`src/rtl/core/ppix_pkg.sv`:
```
// Shared constants, types and register codes for the perspective pixel projector.
package ppix_pkg;

  localparam int SCREEN_WIDTH  = 256;
  localparam int SCREEN_HEIGHT = 64;

  localparam int COL_W      = 8;
  localparam int ROW_W      = 6;
  localparam int IDX_W      = 14;
  localparam int POS_W      = 32;
  localparam int DIR_W      = 16;
  localparam int FOC_W      = 32;
  localparam int CFG_IDX_W  = 3;
  localparam int CFG_DATA_W = 32;

  localparam int REL_W  = POS_W + 1;
  localparam int PROD_W = REL_W + DIR_W;
  localparam int SUM_W  = PROD_W + 2;
  localparam int MAG_W  = PROD_W;
  localparam int NUM_W  = 84;

  localparam int QDEPTH = 8;
  localparam int QPTR_W = $clog2(QDEPTH);
  localparam int CRED_W = $clog2(QDEPTH + 1);

  localparam logic [CFG_IDX_W-1:0] REG_CAM_X = 3'd0;
  localparam logic [CFG_IDX_W-1:0] REG_CAM_Y = 3'd1;
  localparam logic [CFG_IDX_W-1:0] REG_CAM_Z = 3'd2;
  localparam logic [CFG_IDX_W-1:0] REG_DIR_X = 3'd3;
  localparam logic [CFG_IDX_W-1:0] REG_DIR_Y = 3'd4;
  localparam logic [CFG_IDX_W-1:0] REG_DIR_Z = 3'd5;
  localparam logic [CFG_IDX_W-1:0] REG_FOCAL = 3'd6;

  localparam logic signed [DIR_W-1:0] ONE_Q14     = 16'sd16384;
  localparam logic signed [DIR_W-1:0] NEG_ONE_Q14 = -16'sd16384;
  localparam logic [FOC_W-1:0]        FOCAL_RST   = 32'd1966080;

  typedef struct packed {
    logic signed [POS_W-1:0] cam_x;
    logic signed [POS_W-1:0] cam_y;
    logic signed [POS_W-1:0] cam_z;
    logic signed [DIR_W-1:0] dir_x;
    logic signed [DIR_W-1:0] dir_y;
    logic signed [DIR_W-1:0] dir_z;
    logic [FOC_W-1:0]        focal;
  } cfg_t;

  typedef struct packed {
    logic signed [DIR_W-1:0] rx;
    logic signed [DIR_W-1:0] ry;
    logic signed [DIR_W-1:0] rz;
    logic signed [DIR_W-1:0] ux;
    logic signed [DIR_W-1:0] uy;
    logic signed [DIR_W-1:0] uz;
  } axes_t;

  typedef struct packed {
    logic             dpos;
    logic             negx;
    logic             negy;
    logic [MAG_W-1:0] depth;
    logic [MAG_W-1:0] mx;
    logic [MAG_W-1:0] my;
  } proj_t;

endpackage

```
`src/rtl/core/ppix_queue.sv`:
```
// Short word queue between the front end and the back end.
module ppix_queue (
  input  logic            clk,
  input  logic            rst,
  input  logic            push,
  input  ppix_pkg::proj_t push_word,
  input  logic            pop,
  output logic            avail,
  output ppix_pkg::proj_t head
);

  ppix_pkg::proj_t             mem [ppix_pkg::QDEPTH];
  logic [ppix_pkg::QPTR_W-1:0] wr_ptr;
  logic [ppix_pkg::QPTR_W-1:0] rd_ptr;
  logic [ppix_pkg::CRED_W-1:0] cnt;

  assign avail = (cnt != '0);
  assign head  = mem[rd_ptr];

  always_ff @(posedge clk) begin
    if (rst) begin
      wr_ptr <= '0;
      rd_ptr <= '0;
      cnt    <= '0;
    end else begin
      if (push) wr_ptr <= wr_ptr + 1'b1;
      if (pop) rd_ptr <= rd_ptr + 1'b1;
      cnt <= cnt + ppix_pkg::CRED_W'(push) - ppix_pkg::CRED_W'(pop);
    end
  end

  always_ff @(posedge clk) begin
    if (push) mem[wr_ptr] <= push_word;
  end

`ifndef SYNTH
  a_no_overflow: assert property (@(posedge clk) disable iff (rst)
    push |-> (cnt < ppix_pkg::CRED_W'(ppix_pkg::QDEPTH)) || pop)
    else $error("queue overflow");
  a_no_underflow: assert property (@(posedge clk) disable iff (rst)
    pop |-> cnt != '0)
    else $error("queue underflow");
`endif

endmodule

```
`config.mk`:
```
export PLATFORM = sky130hd
export DESIGN_NAME = ppix_queue
export DESIGN_NICKNAME = d
export VERILOG_FILES = /design/src/rtl/core/ppix_pkg.sv /design/src/rtl/core/ppix_queue.sv
export SDC_FILE = /design/constraint.sdc
export NUM_CORES = 1
export LEC_CHECK = 0
export BUFFER_PORTS_ARGS = -buffer_cell sky130_fd_sc_hd__buf_2
export CAP_MARGIN = 20
export CORE_ASPECT_RATIO = 0.9
export CORE_UTILIZATION = 35
export DETAILED_ROUTE_END_ITERATION = 7
export PLACE_DENSITY = 0.49
export RECOVER_POWER = 100
export SKIP_LAST_GASP = 1
export SYNTH_ARGS = -nofsm -noshare
export SYNTH_HDL_FRONTEND = slang
export SYNTH_SLANG_ARGS = --single-unit
export TNS_END_PERCENT = 100
```
`constraint.sdc`:
```
create_clock -name clk -period 11.8 [get_ports clk]
set_input_delay 1.77 -clock clk [delete_from_list [all_inputs] [get_ports clk]]
set_output_delay 1.77 -clock clk [all_outputs]
set_load 0.02 [all_outputs]
```
== After elaboration in Yosys (flattened, before gate mapping) ==
Memory sizes are Yosys's and may differ from the RTL's. A register that Yosys moved wholly into a read port is not among the register bits.
Index checks and enable logic that the tools add are counted.

* Register bits after elaboration: 10
* Word-level logic and storage cells: 13
* Bits of input ports: 154
* Output and inout bits: 151
* Bits in writable memories: 1200
* Memories: 1

* Reductions and logical operators: 1
* $add $sub $neg: 4
* Muxes and demuxes: 4

{| class="wikitable"
|+ Memory list
! memory !! words !! bits a word !! rd ports !! clocked after memory_dff !! write ports !! line !! source
|-
| mem || 8 || 150 || 1 || 1 || 1 || ppix_queue.sv:12 || <nowiki>ppix_pkg::proj_t mem [ppix_pkg::QDEPTH];</nowiki>
|}

{| class="wikitable"
|+ Operators by type and width
! cell !! number
|-
| $add A3 B1 Y3 const B || 2
|-
| $mux W3 || 2
|-
| $add A4 B1 Y4 || 1
|-
| $reduce_bool A4 Y1 || 1
|-
| $sub A4 B1 Y4 || 1
|-
| $mux W1 || 2
|}

== Longest topological paths before layout ==
* Word-level depth: 3
* Depth in mapped cells: 8
* Depth with buffers taken out: 8

== Worst setup path before layout ==
Ideal clock, no wire load.

* Kind: in2reg
* Start point: input port push
* End point: memory mem[0][0] (netlist name), enable pin
* Library setup time: 0.843 ns
* Buffers on the path: 0
* Stages: 2
* Required time: 10.957 ns
* Arrival time: 11.978 ns
* Slack: -1.021 ns
* Cell sequence: nand2b_1 > nor3_1

* Word-level cells in the longest chain between the ends: 2

{| class="wikitable"
|+ RTL lines
! element !! line !! source
|-
| start, declared || ppix_queue.sv:5 || <nowiki>input logic push,</nowiki>
|-
| $mux W1 || ppix_queue.sv:33 || <nowiki>if (push) mem[wr_ptr] <= push_word;</nowiki>
|-
| $mux W1 (implied by the code) || ppix_queue.sv:33 ||
|-
| end, declared || ppix_queue.sv:12 ||
|}

No other way between the ends.

==> reports/metrics.cfg <==
[status]
status=complete, but fails checks
violations=max-capacitance violations, max-slew violations

[synth]
synth_top_area_share_pct=76.8
synthCells=1802
synth_top_area_cell=edfxtp_1
ys_seq_elements=1213
synth_area_per_cell_um2=26.0
seq_area_frac_synth_pct=77.3
synth_fp_nets=1964
synth_area_leaders=edfxtp_1, mux4_1, mux2_2, buf_8, dfxtp_1
yosys_warnings=0
syn-cell-area_mm2=0.0469
ys_types=24

[worst_setup_path]
endpoint_kind=output port
critPathMaxStageDelay_ns=2.38
crit_path_max_fanout=62
worstPathArrival_ns=7.04
crit_chain=buf_4 > clkbuf_2 > mux4_1 > mux2_2 > buf_2
critPathKind=flop to output port
cp-start-kind=flop
slowest_stage=dfxtp_1
cp.required_ns=10.03

[drt]
wire_per_inst_um=25.1
route.met2.wl_um=49400
antenna_left=0
routed_wl_um=101000
first_pass_iters=5
wl_met1_um=44000
drtIter0Drc=977
vias=20100
wl_met3_um=5490
routed.top_layer=met5
vias_per_cell=5.00
drc=0

[power]
vdd_drop_max_uv=99.4
finalPower_mw=9.66
power.density_mw_per_mm2=179
p_leak_nw=16.9

[floorplanning]
fp.dieW_um=388
die_h_um=349
die_area_mm2=0.136
ios=305
initial_utilization_pct=35.2
rows=127
core_area_mm2=0.133

[clock_network]
cts_htree_levels=4
clockBufferDepth=3
cts_tree=built
clk_pin_slew_ns=0.06
cts_buffers=130
clk_latency_ns=0.75
cts-resized-gates=0
hold_buffers=0
numClockSinks=1213
cts_setup_buffers=0
clock-root-buffer=clkbuf_16

[timing]
finalWorstSetupSlack_ns=2.99
period_share_pct=74.6
setup_viol=0
finalMaxSlewViolations=577
max_clock_freq_mhz=114
worst_pin_slew_ns=4.03
finClkSkew_ns=0.0206
setup_tns_ns=0
hold_violations=0
relSlewSlack_pct=-169
fin_crit_ns=8.81
rsz0062_at_grt=false

[global_routing]
grt_pass1_wl_um=146000
antenna_found_initial=23
grtUsageTotal_pct=14.9
grt-ovfl-total=0
grt_max_degree=121
grt_pass1_vias=21700

[worst_hold_path]
worst_hold_path_type=flop to flop

[placement]
post_dp_cell_area_mm2=0.0503
post-dp-hpwl_um=49400
pre_cts_ws_ns=6.06
gp_congestion=0.681
portBuffers=304

[finish]
syn_to_final_growth_pct=15.3
drive_gt1_share_pct=15.8
post-route-util_pct=40.6
num-nets-final=2341
final_cell_area_mm2=0.0541

[flow_run]
cap_violations=14

sequential cells by signal, summed over array words and instances (netlist names), named ones only:
signal,cells
cnt,4
rd_ptr,3
wr_ptr,3
mem,1200
path summary, 6_finish.rpt:
| check | startpoint | endpoint | slack [ns] | cells past startpoint |
|---|---|---|---|---|
| max | flop | head[63] | 2.99 | 5 |
| min | rd_ptr[0]$_SDFFE_PP0P_ | flop | 0.55 | 2 |
| max reg2reg | wr_ptr[2]$_SDFFE_PP0P_ | mem[4][75]$_DFFE_PP_ | 5.11 | 4 |
| min reg2reg | rd_ptr[0]$_SDFFE_PP0P_ | flop | 0.55 | 2 |
critical path: cells and delay by family, from the launching register on:
kind,cells,cell delay [ns]
buffers and inverters,3,2.66
multiplexers,2,1.04
flip-flops,1,2.38
metrics by stage:
stage	hold WS (ns)	std cells
2_1_floorplan	0.485	1802
3_3_place_gp	0.500	3788
3_5_place_dp	0.529	3788
4_1_cts	0.541	4019
5_1_grt	0.591	4022
6_report	0.547	4025
Yosys cell counts (all sizes together):
cell type	n
clkbuf	46
ha	7
nor2b	1
edfxtp	1200
nand2b	4
mux4	300
a21oi	2
mux2	150
dfxtp	13
mux2i	2
nor3	2
fa	1
buf	39
nor2	16
a31o	1
nand3	2
inv	7
xor2	3
xnor2	2
nand2	4
power by group:
part	switching, mW	internal [mW]
clock	1.68	2.34
combinational	0.455	0.291
sequential	0.0351	4.86
area by class of cell:
class / instances / area [µm²]
clock buffers: 160 / 3410
fillers: 11700 / 79100
flip-flops and latches: 1213 / 36300
well taps: 1741 / 2180
multi-input cells: 497 / 9890
inverters: 7 / 26.3
clock inverters: 71 / 815
repair buffers: 330 / 1460
diodes: 6 / 15.0
cells in the final DEF, fill, tap and decap left out, types with 2 or more instances in the layout:
cell type,n
dfxtp_4,2
buf_12,10
clkbuf_1,315
mux2_1,16
clkinvlp_4,2
buf_2,25
nor3_1,2
clkbuf_16,132
inv_16,6
clkinv_2,17
ha_1,7
mux2_2,134
a21oi_1,2
nand2b_1,4
nor2_1,16
edfxtp_1,1200
nand2_1,4
bufinv_16,12
clkinv_1,23
buf_4,7
dfxtp_1,11
clkinv_4,2
xor2_1,3
nand3_1,2
xnor2_1,2
clkinv_8,4
mux4_1,300
inv_6,4
mux2i_1,2
diode_2,6
inv_1,7
routing by layer:
layer / GRT usage, % / vias up
met1: 19.1 / 10700
met4: 4.71 / 30
met3: 3.91 / 170
met5: 0 / -
li1: - / 8817
met2: 24.9 / 384
cell families (layout without fill, tap and decap cells):
| logic type | Yosys count | count (layout) | share of synthesized area (%) |
|---|---|---|---|
| xor gates and xnor gates | 5 | 5 | 0.0933 |
| buffers and inverters | 92 | 568 | 1.58 |
| muxes | 452 | 452 | 20.4 |
| DFF | 1213 | 1213 | 77.3 |
| AOI/OAI and AO/OA | 3 | 3 | 0.0400 |
| and+or+nand+nor | 29 | 29 | 0.269 |
| adders and majority gates | 8 | 8 | 0.229 |
| other | 0 | 6 | 0 |
(Power assumes the default switching activity.)
