$ cat src/rtl/core/ppix_pkg.sv
// Shared constants, types and register codes for the perspective pixel projector.
package ppix_pkg;

  localparam int SCREEN_WIDTH  = 256;
  localparam int SCREEN_HEIGHT = 64;

  localparam int COL_W      = 8;
  localparam int ROW_W      = 6;
  localparam int IDX_W      = 14;
  localparam int POS_W      = 32;
  localparam int DIR_W      = 16;
  localparam int FOC_W      = 32;
  localparam int CFG_IDX_W  = 3;
  localparam int CFG_DATA_W = 32;

  localparam int REL_W  = POS_W + 1;
  localparam int PROD_W = REL_W + DIR_W;
  localparam int SUM_W  = PROD_W + 2;
  localparam int MAG_W  = PROD_W;
  localparam int NUM_W  = 84;

  localparam int QDEPTH = 8;
  localparam int QPTR_W = $clog2(QDEPTH);
  localparam int CRED_W = $clog2(QDEPTH + 1);

  localparam logic [CFG_IDX_W-1:0] REG_CAM_X = 3'd0;
  localparam logic [CFG_IDX_W-1:0] REG_CAM_Y = 3'd1;
  localparam logic [CFG_IDX_W-1:0] REG_CAM_Z = 3'd2;
  localparam logic [CFG_IDX_W-1:0] REG_DIR_X = 3'd3;
  localparam logic [CFG_IDX_W-1:0] REG_DIR_Y = 3'd4;
  localparam logic [CFG_IDX_W-1:0] REG_DIR_Z = 3'd5;
  localparam logic [CFG_IDX_W-1:0] REG_FOCAL = 3'd6;

  localparam logic signed [DIR_W-1:0] ONE_Q14     = 16'sd16384;
  localparam logic signed [DIR_W-1:0] NEG_ONE_Q14 = -16'sd16384;
  localparam logic [FOC_W-1:0]        FOCAL_RST   = 32'd1966080;

  typedef struct packed {
    logic signed [POS_W-1:0] cam_x;
    logic signed [POS_W-1:0] cam_y;
    logic signed [POS_W-1:0] cam_z;
    logic signed [DIR_W-1:0] dir_x;
    logic signed [DIR_W-1:0] dir_y;
    logic signed [DIR_W-1:0] dir_z;
    logic [FOC_W-1:0]        focal;
  } cfg_t;

  typedef struct packed {
    logic signed [DIR_W-1:0] rx;
    logic signed [DIR_W-1:0] ry;
    logic signed [DIR_W-1:0] rz;
    logic signed [DIR_W-1:0] ux;
    logic signed [DIR_W-1:0] uy;
    logic signed [DIR_W-1:0] uz;
  } axes_t;

  typedef struct packed {
    logic             dpos;
    logic             negx;
    logic             negy;
    logic [MAG_W-1:0] depth;
    logic [MAG_W-1:0] mx;
    logic [MAG_W-1:0] my;
  } proj_t;

endpackage

$ cat src/rtl/core/ppix_axis.sv
// Configuration registers and sequential derivation of the camera right and up axes.
module ppix_axis (
  input  logic                                clk,
  input  logic                                rst,
  input  logic                                cfg_we,
  input  logic [ppix_pkg::CFG_IDX_W-1:0]      cfg_index,
  input  logic [ppix_pkg::CFG_DATA_W-1:0]     cfg_data,
  output ppix_pkg::cfg_t                      cfg,
  output ppix_pkg::axes_t                     axes,
  output logic                                busy
);

  localparam logic [2:0] ST_IDLE = 3'd0;
  localparam logic [2:0] ST_SQRT = 3'd1;
  localparam logic [2:0] ST_DIV  = 3'd2;
  localparam logic [2:0] ST_AXES = 3'd3;
  localparam logic [2:0] ST_UP   = 3'd4;

  localparam logic signed [15:0] ONE_Q14_L = ppix_pkg::ONE_Q14;

  function automatic logic signed [15:0] sat16(input logic signed [31:0] v);
    logic signed [15:0] r;
    if (v > 32'sd32767) r = 16'sh7fff;
    else if (v < -32'sd32768) r = 16'sh8000;
    else r = v[15:0];
    return r;
  endfunction

  function automatic logic signed [31:0] tdiv14(input logic signed [31:0] v);
    logic signed [31:0] m;
    m = v[31] ? -v : v;
    m = m >>> 14;
    return v[31] ? -m : m;
  endfunction

  logic        start;
  logic [2:0]  state;
  logic [29:0] sq_x;
  logic [29:0] sq_res;
  logic [3:0]  sq_k;
  logic [14:0] cx;
  logic [29:0] dvn_s;
  logic [29:0] dvn_c;
  logic [15:0] rs;
  logic [15:0] rc;
  logic [4:0]  dv_cnt;
  logic        neg_s;
  logic        neg_c;
  logic signed [15:0] sx;
  logic signed [15:0] sy;
  logic signed [15:0] cy;

  logic signed [31:0] t_init;
  logic [15:0]        mag_x;
  logic [15:0]        mag_z;
  logic [29:0]        bitv;
  logic [29:0]        trial;
  logic [29:0]        res_next;
  logic [29:0]        x_next;
  logic [15:0]        rs_sh;
  logic [15:0]        rc_sh;
  logic signed [31:0] qs;
  logic signed [31:0] qc;
  logic signed [31:0] ps;
  logic signed [31:0] pc;

  always_comb begin
    t_init = 32'sh1000_0000 - cfg.dir_y * cfg.dir_y;
    mag_x  = cfg.dir_x[15] ? 16'(-cfg.dir_x) : cfg.dir_x;
    mag_z  = cfg.dir_z[15] ? 16'(-cfg.dir_z) : cfg.dir_z;
    bitv   = 30'(1) << {sq_k, 1'b0};
    trial  = sq_res + bitv;
    if (sq_x >= trial) begin
      x_next   = sq_x - trial;
      res_next = (sq_res >> 1) + bitv;
    end else begin
      x_next   = sq_x;
      res_next = sq_res >> 1;
    end
    rs_sh = {rs[14:0], dvn_s[29]};
    rc_sh = {rc[14:0], dvn_c[29]};
    qs    = $signed({2'b00, dvn_s});
    qc    = $signed({2'b00, dvn_c});
    ps    = sx * sy;
    pc    = sx * cy;
  end

  always_ff @(posedge clk) begin
    if (rst) begin
      cfg.cam_x <= '0;
      cfg.cam_y <= '0;
      cfg.cam_z <= '0;
      cfg.dir_x <= '0;
      cfg.dir_y <= '0;
      cfg.dir_z <= ONE_Q14_L;
      cfg.focal <= ppix_pkg::FOCAL_RST;
      start     <= 1'b0;
    end else begin
      start <= cfg_we && (cfg_index inside {ppix_pkg::REG_DIR_X, ppix_pkg::REG_DIR_Y,
                                            ppix_pkg::REG_DIR_Z});
      if (cfg_we) begin
        case (cfg_index)
          ppix_pkg::REG_CAM_X: cfg.cam_x <= cfg_data;
          ppix_pkg::REG_CAM_Y: cfg.cam_y <= cfg_data;
          ppix_pkg::REG_CAM_Z: cfg.cam_z <= cfg_data;
          ppix_pkg::REG_DIR_X: cfg.dir_x <= cfg_data[15:0];
          ppix_pkg::REG_DIR_Y: cfg.dir_y <= cfg_data[15:0];
          ppix_pkg::REG_DIR_Z: cfg.dir_z <= cfg_data[15:0];
          ppix_pkg::REG_FOCAL: cfg.focal <= cfg_data;
          default: ;
        endcase
      end
    end
  end

  always_ff @(posedge clk) begin
    if (rst) begin
      state   <= ST_IDLE;
      axes.rx <= ppix_pkg::NEG_ONE_Q14;
      axes.ry <= '0;
      axes.rz <= '0;
      axes.ux <= '0;
      axes.uy <= ppix_pkg::NEG_ONE_Q14;
      axes.uz <= '0;
    end else if (start) begin
      state  <= ST_SQRT;
      sq_x   <= t_init[31] ? '0 : t_init[29:0];
      sq_res <= '0;
      sq_k   <= 4'd14;
      sx     <= cfg.dir_y;
      dvn_s  <= {mag_x, 14'b0};
      dvn_c  <= {mag_z, 14'b0};
      neg_s  <= cfg.dir_x[15];
      neg_c  <= !cfg.dir_z[15] && (cfg.dir_z != '0);
    end else begin
      case (state)
        ST_IDLE: ;
        ST_SQRT: begin
          sq_x   <= x_next;
          sq_res <= res_next;
          sq_k   <= sq_k - 4'd1;
          if (sq_k == 4'd0) begin
            cx     <= res_next[14:0];
            rs     <= '0;
            rc     <= '0;
            dv_cnt <= '0;
            state  <= ST_DIV;
          end
        end
        ST_DIV: begin
          if (cx == '0) begin
            sy    <= '0;
            cy    <= ONE_Q14_L;
            state <= ST_UP;
          end else begin
            if (rs_sh >= {1'b0, cx}) begin
              rs    <= rs_sh - {1'b0, cx};
              dvn_s <= {dvn_s[28:0], 1'b1};
            end else begin
              rs    <= rs_sh;
              dvn_s <= {dvn_s[28:0], 1'b0};
            end
            if (rc_sh >= {1'b0, cx}) begin
              rc    <= rc_sh - {1'b0, cx};
              dvn_c <= {dvn_c[28:0], 1'b1};
            end else begin
              rc    <= rc_sh;
              dvn_c <= {dvn_c[28:0], 1'b0};
            end
            dv_cnt <= dv_cnt + 5'd1;
            if (dv_cnt == 5'd29) state <= ST_AXES;
          end
        end
        ST_AXES: begin
          sy    <= sat16(neg_s ? -qs : qs);
          cy    <= sat16(neg_c ? -qc : qc);
          state <= ST_UP;
        end
        ST_UP: begin
          axes.rx <= cy;
          axes.ry <= '0;
          axes.rz <= sy;
          axes.ux <= sat16(tdiv14(-ps));
          axes.uy <= sat16(-$signed({17'b0, cx}));
          axes.uz <= sat16(tdiv14(pc));
          state   <= ST_IDLE;
        end
        default: state <= ST_IDLE;
      endcase
    end
  end

  assign busy = start || (state != ST_IDLE);

endmodule

$ cat config.mk
export PLATFORM = sky130hd
export DESIGN_NAME = ppix_axis
export DESIGN_NICKNAME = d
export VERILOG_FILES = /design/src/rtl/core/ppix_pkg.sv /design/src/rtl/core/ppix_axis.sv
export SDC_FILE = /design/constraint.sdc
export NUM_CORES = 2
export LEC_CHECK = 0
export CAP_MARGIN = 20
export CORE_MARGIN = 2
export CORE_UTILIZATION = 60
export CTS_CLUSTER_DIAMETER = 40
export DETAILED_ROUTE_END_ITERATION = 6
export DONT_BUFFER_PORTS = 1
export PLACE_DENSITY = 0.87
export REMOVE_ABC_BUFFERS = 1
export SYNTH_ARGS = -nofsm -noshare
export SYNTH_HDL_FRONTEND = slang
export SYNTH_SLANG_ARGS = --single-unit
$ cat constraint.sdc
create_clock -name clk -period 19.89 [get_ports clk]
set_clock_uncertainty 0.05 [all_clocks]
set_input_delay 2.9835 -clock clk [delete_from_list [all_inputs] [get_ports clk]]
set_output_delay 2.9835 -clock clk [all_outputs]
set_load 0.02 [all_outputs]
# ---- Word-level counts from Yosys, hierarchy flattened
# Index checks and enable logic that the tools add are counted.
# Widths: inputs -> output; s select.
dict set report totals {
  ff_bits 484
  in_bits 38
  out_inout_bits 273
  word_cells 174
}
dict set report classes {
  n_addsub 18
  mul 3
  magnitude_cmp 13
  eq_ne 19
  shifts 1
  mux 52
  n_bitwise 3
  reduce_logical 34
}
# op count
set ops {}
lappend ops {{$mux 30} 12}
lappend ops {{$mux 16} 14}
lappend ops {{$mux 32} 6}
lappend ops {{$gt 32x16->1 const B} 5}
lappend ops {{$lt 32x16->1 const B} 5}
lappend ops {{$mul 16x16->32} 3}
lappend ops {{$neg 32->32} 3}
lappend ops {{$mux 15} 5}
lappend ops {{$neg 18->32} 2}
lappend ops {{$neg 30->32} 2}
lappend ops {{$pmux 16 s2} 2}
lappend ops {{$pmux 15 s2} 2}
lappend ops {{$ge 16x15->1} 2}
lappend ops {{$neg 15->32} 1}
lappend ops {{$neg 16->16} 2}
lappend ops {{$sub 30x32->32 const A} 1}
lappend ops {{$add 29x30->30} 1}
lappend ops {{$add 30x30->30} 1}
lappend ops {{$ge 30x30->1} 1}
lappend ops {{$shl 1x5->30 const A} 1}
lappend ops {{$sub 15x15->15} 2}
lappend ops {{$sub 30x30->30} 1}
lappend ops {{$reduce_and 2->1} 10}
lappend ops {{$reduce_bool 16->1} 1}
lappend ops {{other kinds (28)} 58}

# ---- Logic depth before layout (Yosys ltp)
dict set report logic_depth {
  word_depth 9
  depth_mapped 39
  mapped_depth_nobuf 33
}

# ---- Least setup slack after synthesis
# No wires, ideal clock.
dict set report synth_path {
  path_kind {flip-flop to flip-flop}
  startpoint {reg sy[7]}
  endpoint {reg axes[37] (netlist name)}
  setup_time_ns 0.078
  t_arrival_ns 9.042
  t_required_ns 19.762
  setup_slack_ns 10.720
  path_stages_with_launch 38
  path_buffers 6
  synth_period_minus_slack_ns 9.170
  cell_sequence {edfxtp_1 > clkbuf_1 > clkbuf_1 > nand2_1 > fa_1 > inv_1 > fa_1 > fa_1 > inv_1 > fa_1 > fa_1 > inv_1 > fa_1 > inv_1 > ha_1 > o21a_1 > nor2_1 > o32ai_1 > [2 not listed] > o2111ai_1 > and3_1 > clkbuf_1 > clkbuf_1 > clkbuf_1 > nor2_1 > xnor2_1 > inv_1 > ha_1 > inv_1 > a221o_1 > a211o_1 > a2111oi_0 > mux2i_1 > o211ai_2 > buf_4 > a21oi_1 > nor3_1}
}
dict set report synth_via {
  elab_chain_cells 9
  word_cells_on_any_way 10
  cone_classes {3 x add/sub; 1 x mul; 2 x order compare; 4 x mux}
}
# element line_no
set synth_lines {}
lappend synth_lines {{start: declaration} ppix_axis.sv:50} ;# logic signed [15:0] sy;
lappend synth_lines {{start signal: assignment} ppix_axis.sv:175} ;# sy <= sat16(neg_s ? -qs : qs);
lappend synth_lines {{$mul 16x16->32 *} ppix_axis.sv:84} ;# ps = sx * sy;
lappend synth_lines {{$neg 32->32 *} ppix_axis.sv:183} ;# axes.ux <= sat16(tdiv14(-ps));
lappend synth_lines {{$neg 32->32} ppix_axis.sv:31} ;# m = v[31] ? -v : v;
lappend synth_lines {{$mux 32} ppix_axis.sv:31}
lappend synth_lines {{$neg 18->32} ppix_axis.sv:33} ;# return v[31] ? -m : m;
lappend synth_lines {{$mux 32 *} ppix_axis.sv:33}
lappend synth_lines {{$lt 32x16->1} ppix_axis.sv:24} ;# else if (v < -32'sd32768) r = 16'sh8000;
lappend synth_lines {{$mux 16} ppix_axis.sv:24}
lappend synth_lines {{$mux 16 *} ppix_axis.sv:23} ;# if (v > 32'sd32767) r = 16'sh7fff;
lappend synth_lines {{end: declaration} ppix_axis.sv:9} ;# output ppix_pkg::axes_t axes,
# Mark *: on every way between the ends. The rest lies on a longest branch, timed or not.
# A chain may end at the register's enable or synchronous reset.

# ---- Final worst setup path
dict set report layout_path {
  startpoint {reg sx[15]}
  endpoint {reg axes[41] (netlist name)}
}
dict set report layout_via {
  elab_chain_cells 9
  word_cells_on_any_way 10
  cone_classes {3 x add/sub; 1 x mul; 2 x order compare; 4 x mux}
}
# element line_no
set layout_lines {}
lappend layout_lines {{start: declaration} ppix_axis.sv:49} ;# logic signed [15:0] sx;
lappend layout_lines {{start signal: assignment} ppix_axis.sv:130} ;# sx <= cfg.dir_y;
lappend layout_lines {{$mul 16x16->32 *} ppix_axis.sv:84}
lappend layout_lines {{$neg 32->32 *} ppix_axis.sv:183}
lappend layout_lines {{$neg 32->32} ppix_axis.sv:31}
lappend layout_lines {{$mux 32} ppix_axis.sv:31}
lappend layout_lines {{$neg 18->32} ppix_axis.sv:33}
lappend layout_lines {{$mux 32 *} ppix_axis.sv:33}
lappend layout_lines {{$lt 32x16->1} ppix_axis.sv:24}
lappend layout_lines {{$mux 16} ppix_axis.sv:24}
lappend layout_lines {{$mux 16 *} ppix_axis.sv:23}
# Marks and branches as above.

==> results.json <==
{
  "max-vdd-ir-drop_mv": 0.105,
  "cell_chosen_for_the_clock_root": "clkbuf_16",
  "max-slew-margin-rel": 0.249,
  "design_area_mm2": 0.0597,
  "pin_count_of_the_biggest_net_entering_global_routing": 267,
  "antenna_left": 0,
  "floorplan.die.height_um": 309,
  "route.vias.total": 44800,
  "timing_max_transition_violations_final": 0,
  "clk_pin_slew_worst_paths_ps": 60,
  "final.min_clock_period_ps": 10110,
  "std_cell_rows": 112,
  "first_iter_violations": 3592,
  "crit_path_frequent_cell": "fa_1",
  "post-route-util": 0.643,
  "drt_first_pass_iters": 6,
  "cts_repair_resizes": 0,
  "worst_ep_arrival_time_ps": 10610,
  "min_period_over_period": 0.508,
  "run_status": "complete, no violations",
  "synth_area_leader_cell": "fa_1",
  "placement.setup.worst_slack_ps": 9730,
  "worstMarginPinSlew_ps": 1120,
  "setup-violations-final": 0,
  "cts_hold_buffers": 0,
  "postPlaceCellArea_mm2": 0.0570,
  "cellLeakagePower_nw": 26.4,
  "synth.cell_area_mm2": 0.0560,
  "floorplan.core_area_mm2": 0.0929,
  "antenna_found_initial": 2,
  "die_area_mm2": 0.0958,
  "ys_types": 100,
  "area_delta_synth_final_pct": 6.66,
  "cts_tree": "done",
  "vias_in_the_first_global_route": 47400,
  "boundaryPins": 311,
  "chipWidth_um": 309,
  "timing.critical_path.fanout_max": 27,
  "postSynth.topFlopCell": "dfxtp_1",
  "clkSinkCount": 484,
  "cp.buffers_inverters": 7,
  "start_kind": "flop",
  "slowest_stage": "edfxtp_1",
  "share_of_the_synthesized_area_in_the_top_cell_type": 0.275,
  "cts_inserted_buffers": 77,
  "clock_latency_ps": 650,
  "synth.area.top_cells": "fa_1 27%, edfxtp_1 12%, dfxtp_1 9.3%",
  "peak_per_stage_delay_on_the_critical_path_ps": 760,
  "clock_tree.htree_level_count": 3,
  "powerDensity_mw_per_mm2": 79.9,
  "fin_tns_setup_ps": 0,
  "portBuffers": 0,
  "design.final.nets": 7308,
  "yosysWarningCount": 0,
  "cp-end-kind": "flop",
  "gp_congestion": 0.936,
  "syn-instance-count": 6229,
  "final.setup.worst_slack_ps": 9780,
  "synth_area_per_cell_um2": 8.99,
  "finalWirelength_mm": 148,
  "holdCritPathClass": "reg -> reg",
  "post_drt_via_cell_ratio": 6.03,
  "max_cap_violations": 0,
  "cts_setup_buffers": 0,
  "postSynth.asyncResetShare": 0,
  "final_common_cell": "inv_1",
  "routed_wire_length_per_instance_um": 19.9,
  "drc": 0,
  "edff_count_synth": 224,
  "final_layout_size_suffix_gt1_frac": 0.0504,
  "ys_ff_latch": 484,
  "fmaxAchievable_ghz": 0.0989,
  "start_util": 0.603,
  "timing.critical_path.required_ps": 20400,
  "layout_common_cells": "937 x inv_1, 932 x nand2_1, 769 x fa_1, 393 x ha_1, 358 x a21oi_1",
  "timing.critical_path.max_delay_family": "adder cells",
  "clock_path_buffers": 3,
  "path_class": "reg -> reg",
  "total_routing_usage_gr": 0.314,
  "grt_setup_unrepaired": "false",
  "final-hold-violation-count": 0,
  "ys_seq_area_frac": 0.213,
  "global_route_wire_length_before_repair_mm": 240,
  "hpwlAfterDp_mm": 109,
  "grt_overflow_total": 0
}
[cells in the mapped netlist (all sizes together), types with 8 or more instances]
cell / count
a211o: 13
nor3: 86
or4: 11
or2: 19
a21oi: 360
ha: 393
dfxtp: 260
o21bai: 29
o22ai: 30
inv: 937
edfxtp: 224
nor2: 296
a31oi: 41
o31a: 19
nand2b: 41
o31ai: 27
nor2b: 86
xor2: 142
clkbuf: 250
a21o: 47
nand3b: 11
a21boi: 19
a32oi: 9
mux2i: 11
nand3: 63
a211oi: 51
o21a: 19
o21ai: 158
and2: 337
nand2: 942
buf: 30
nor4: 23
and3: 32
a221oi: 19
a31o: 16
o41ai: 12
fa: 769
o211ai: 16
nor3b: 8
mux2: 14
nand4: 30
xnor2: 175
or3: 49
nand4b: 10
[power by group]
| group | switching, mW | leakage (nW) | internal, mW |
|---|---|---|---|
| clock | 0.558 | 1.29 | 0.820 |
| sequential | 0.0253 | 4.15 | 1.06 |
| combinational | 1.45 | 21.0 | 0.867 |
| total | 2.03 | 26.4 | 2.74 |
[state kept, by name, summed over array words and instances, names as in the netlist]
signal / count
sq_res: 30
axes: 80
dv_cnt: 5
sq_k: 4
neg_c: 1
sy: 16
dvn_c: 30
sx: 16
sq_x: 30
cfg: 176
dvn_s: 30
cy: 16
rs: 15
neg_s: 1
start: 1
state: 3
cx: 15
rc: 15
[area by class of cell]
cell class / count / area [µm²]
clock buffers: 92 / 2100
fillers: 6928 / 33200
multi-input cells: 4543 / 39500
flip-flops and latches: 484 / 11900
clock inverters: 50 / 558
repair buffers: 65 / 500
inverters: 937 / 3520
well taps: 1254 / 1570
diodes: 1 / 2.50
[tightest hold or removal path, delay by kind of cell (launching register included)]
kind               cells  cell delay, ps
and+or+nand+nor        1              50
DFF                    1             310
AOI/OAI and AO/OA      1              50
[per-layer routing]
layer / track usage / routed length, µm
met5: 0 / 24
met4: 0.179 / 9050
met3: 0.0717 / 14100
met2: 0.535 / 72200
met1: 0.363 / 52200
[path summary, 6_finish.rpt]
| path | startpoint | to | slack, ps | cells after the start |
|---|---|---|---|---|
| setup reg to reg | sx[15] | axes[41] | 9780 | 32 |
| setup / recovery | sx[15] | axes[41] | 9780 | 32 |
| hold reg to reg | cfg[60] | cfg[60] | 410 | 2 |
| hold / removal | cfg[60] | cfg[60] | 410 | 2 |
[logic make-up (layout without fill, tap and decap cells)]
kind of cell               count (synthesis)  in the layout  share of synthesized area
DFF                                      484            484                      0.213
other                                      1             17                  0.0000670
adders and majority gates               1162           1162                      0.363
buffers and inverters                   1217           1144                     0.0832
muxes                                     25             25                    0.00478
xor gates and xnor gates                 317            317                     0.0496
AOI/OAI and AO/OA                        959            959                      0.111
and+or+nand+nor                         2064           2064                      0.176
[per-stage QoR]
step                      hold slack (ps)  instances  total power [mW]
after floorplan                       470       5964              2.87
after global placement                393       7279              3.29
after detailed placement              397       7280              3.35
after CTS                             408       7422              4.74
after global routing                  425       7425              5.06
final                                 406       7426              4.77
No activity file was read; power rests on OpenSTA's default activity.
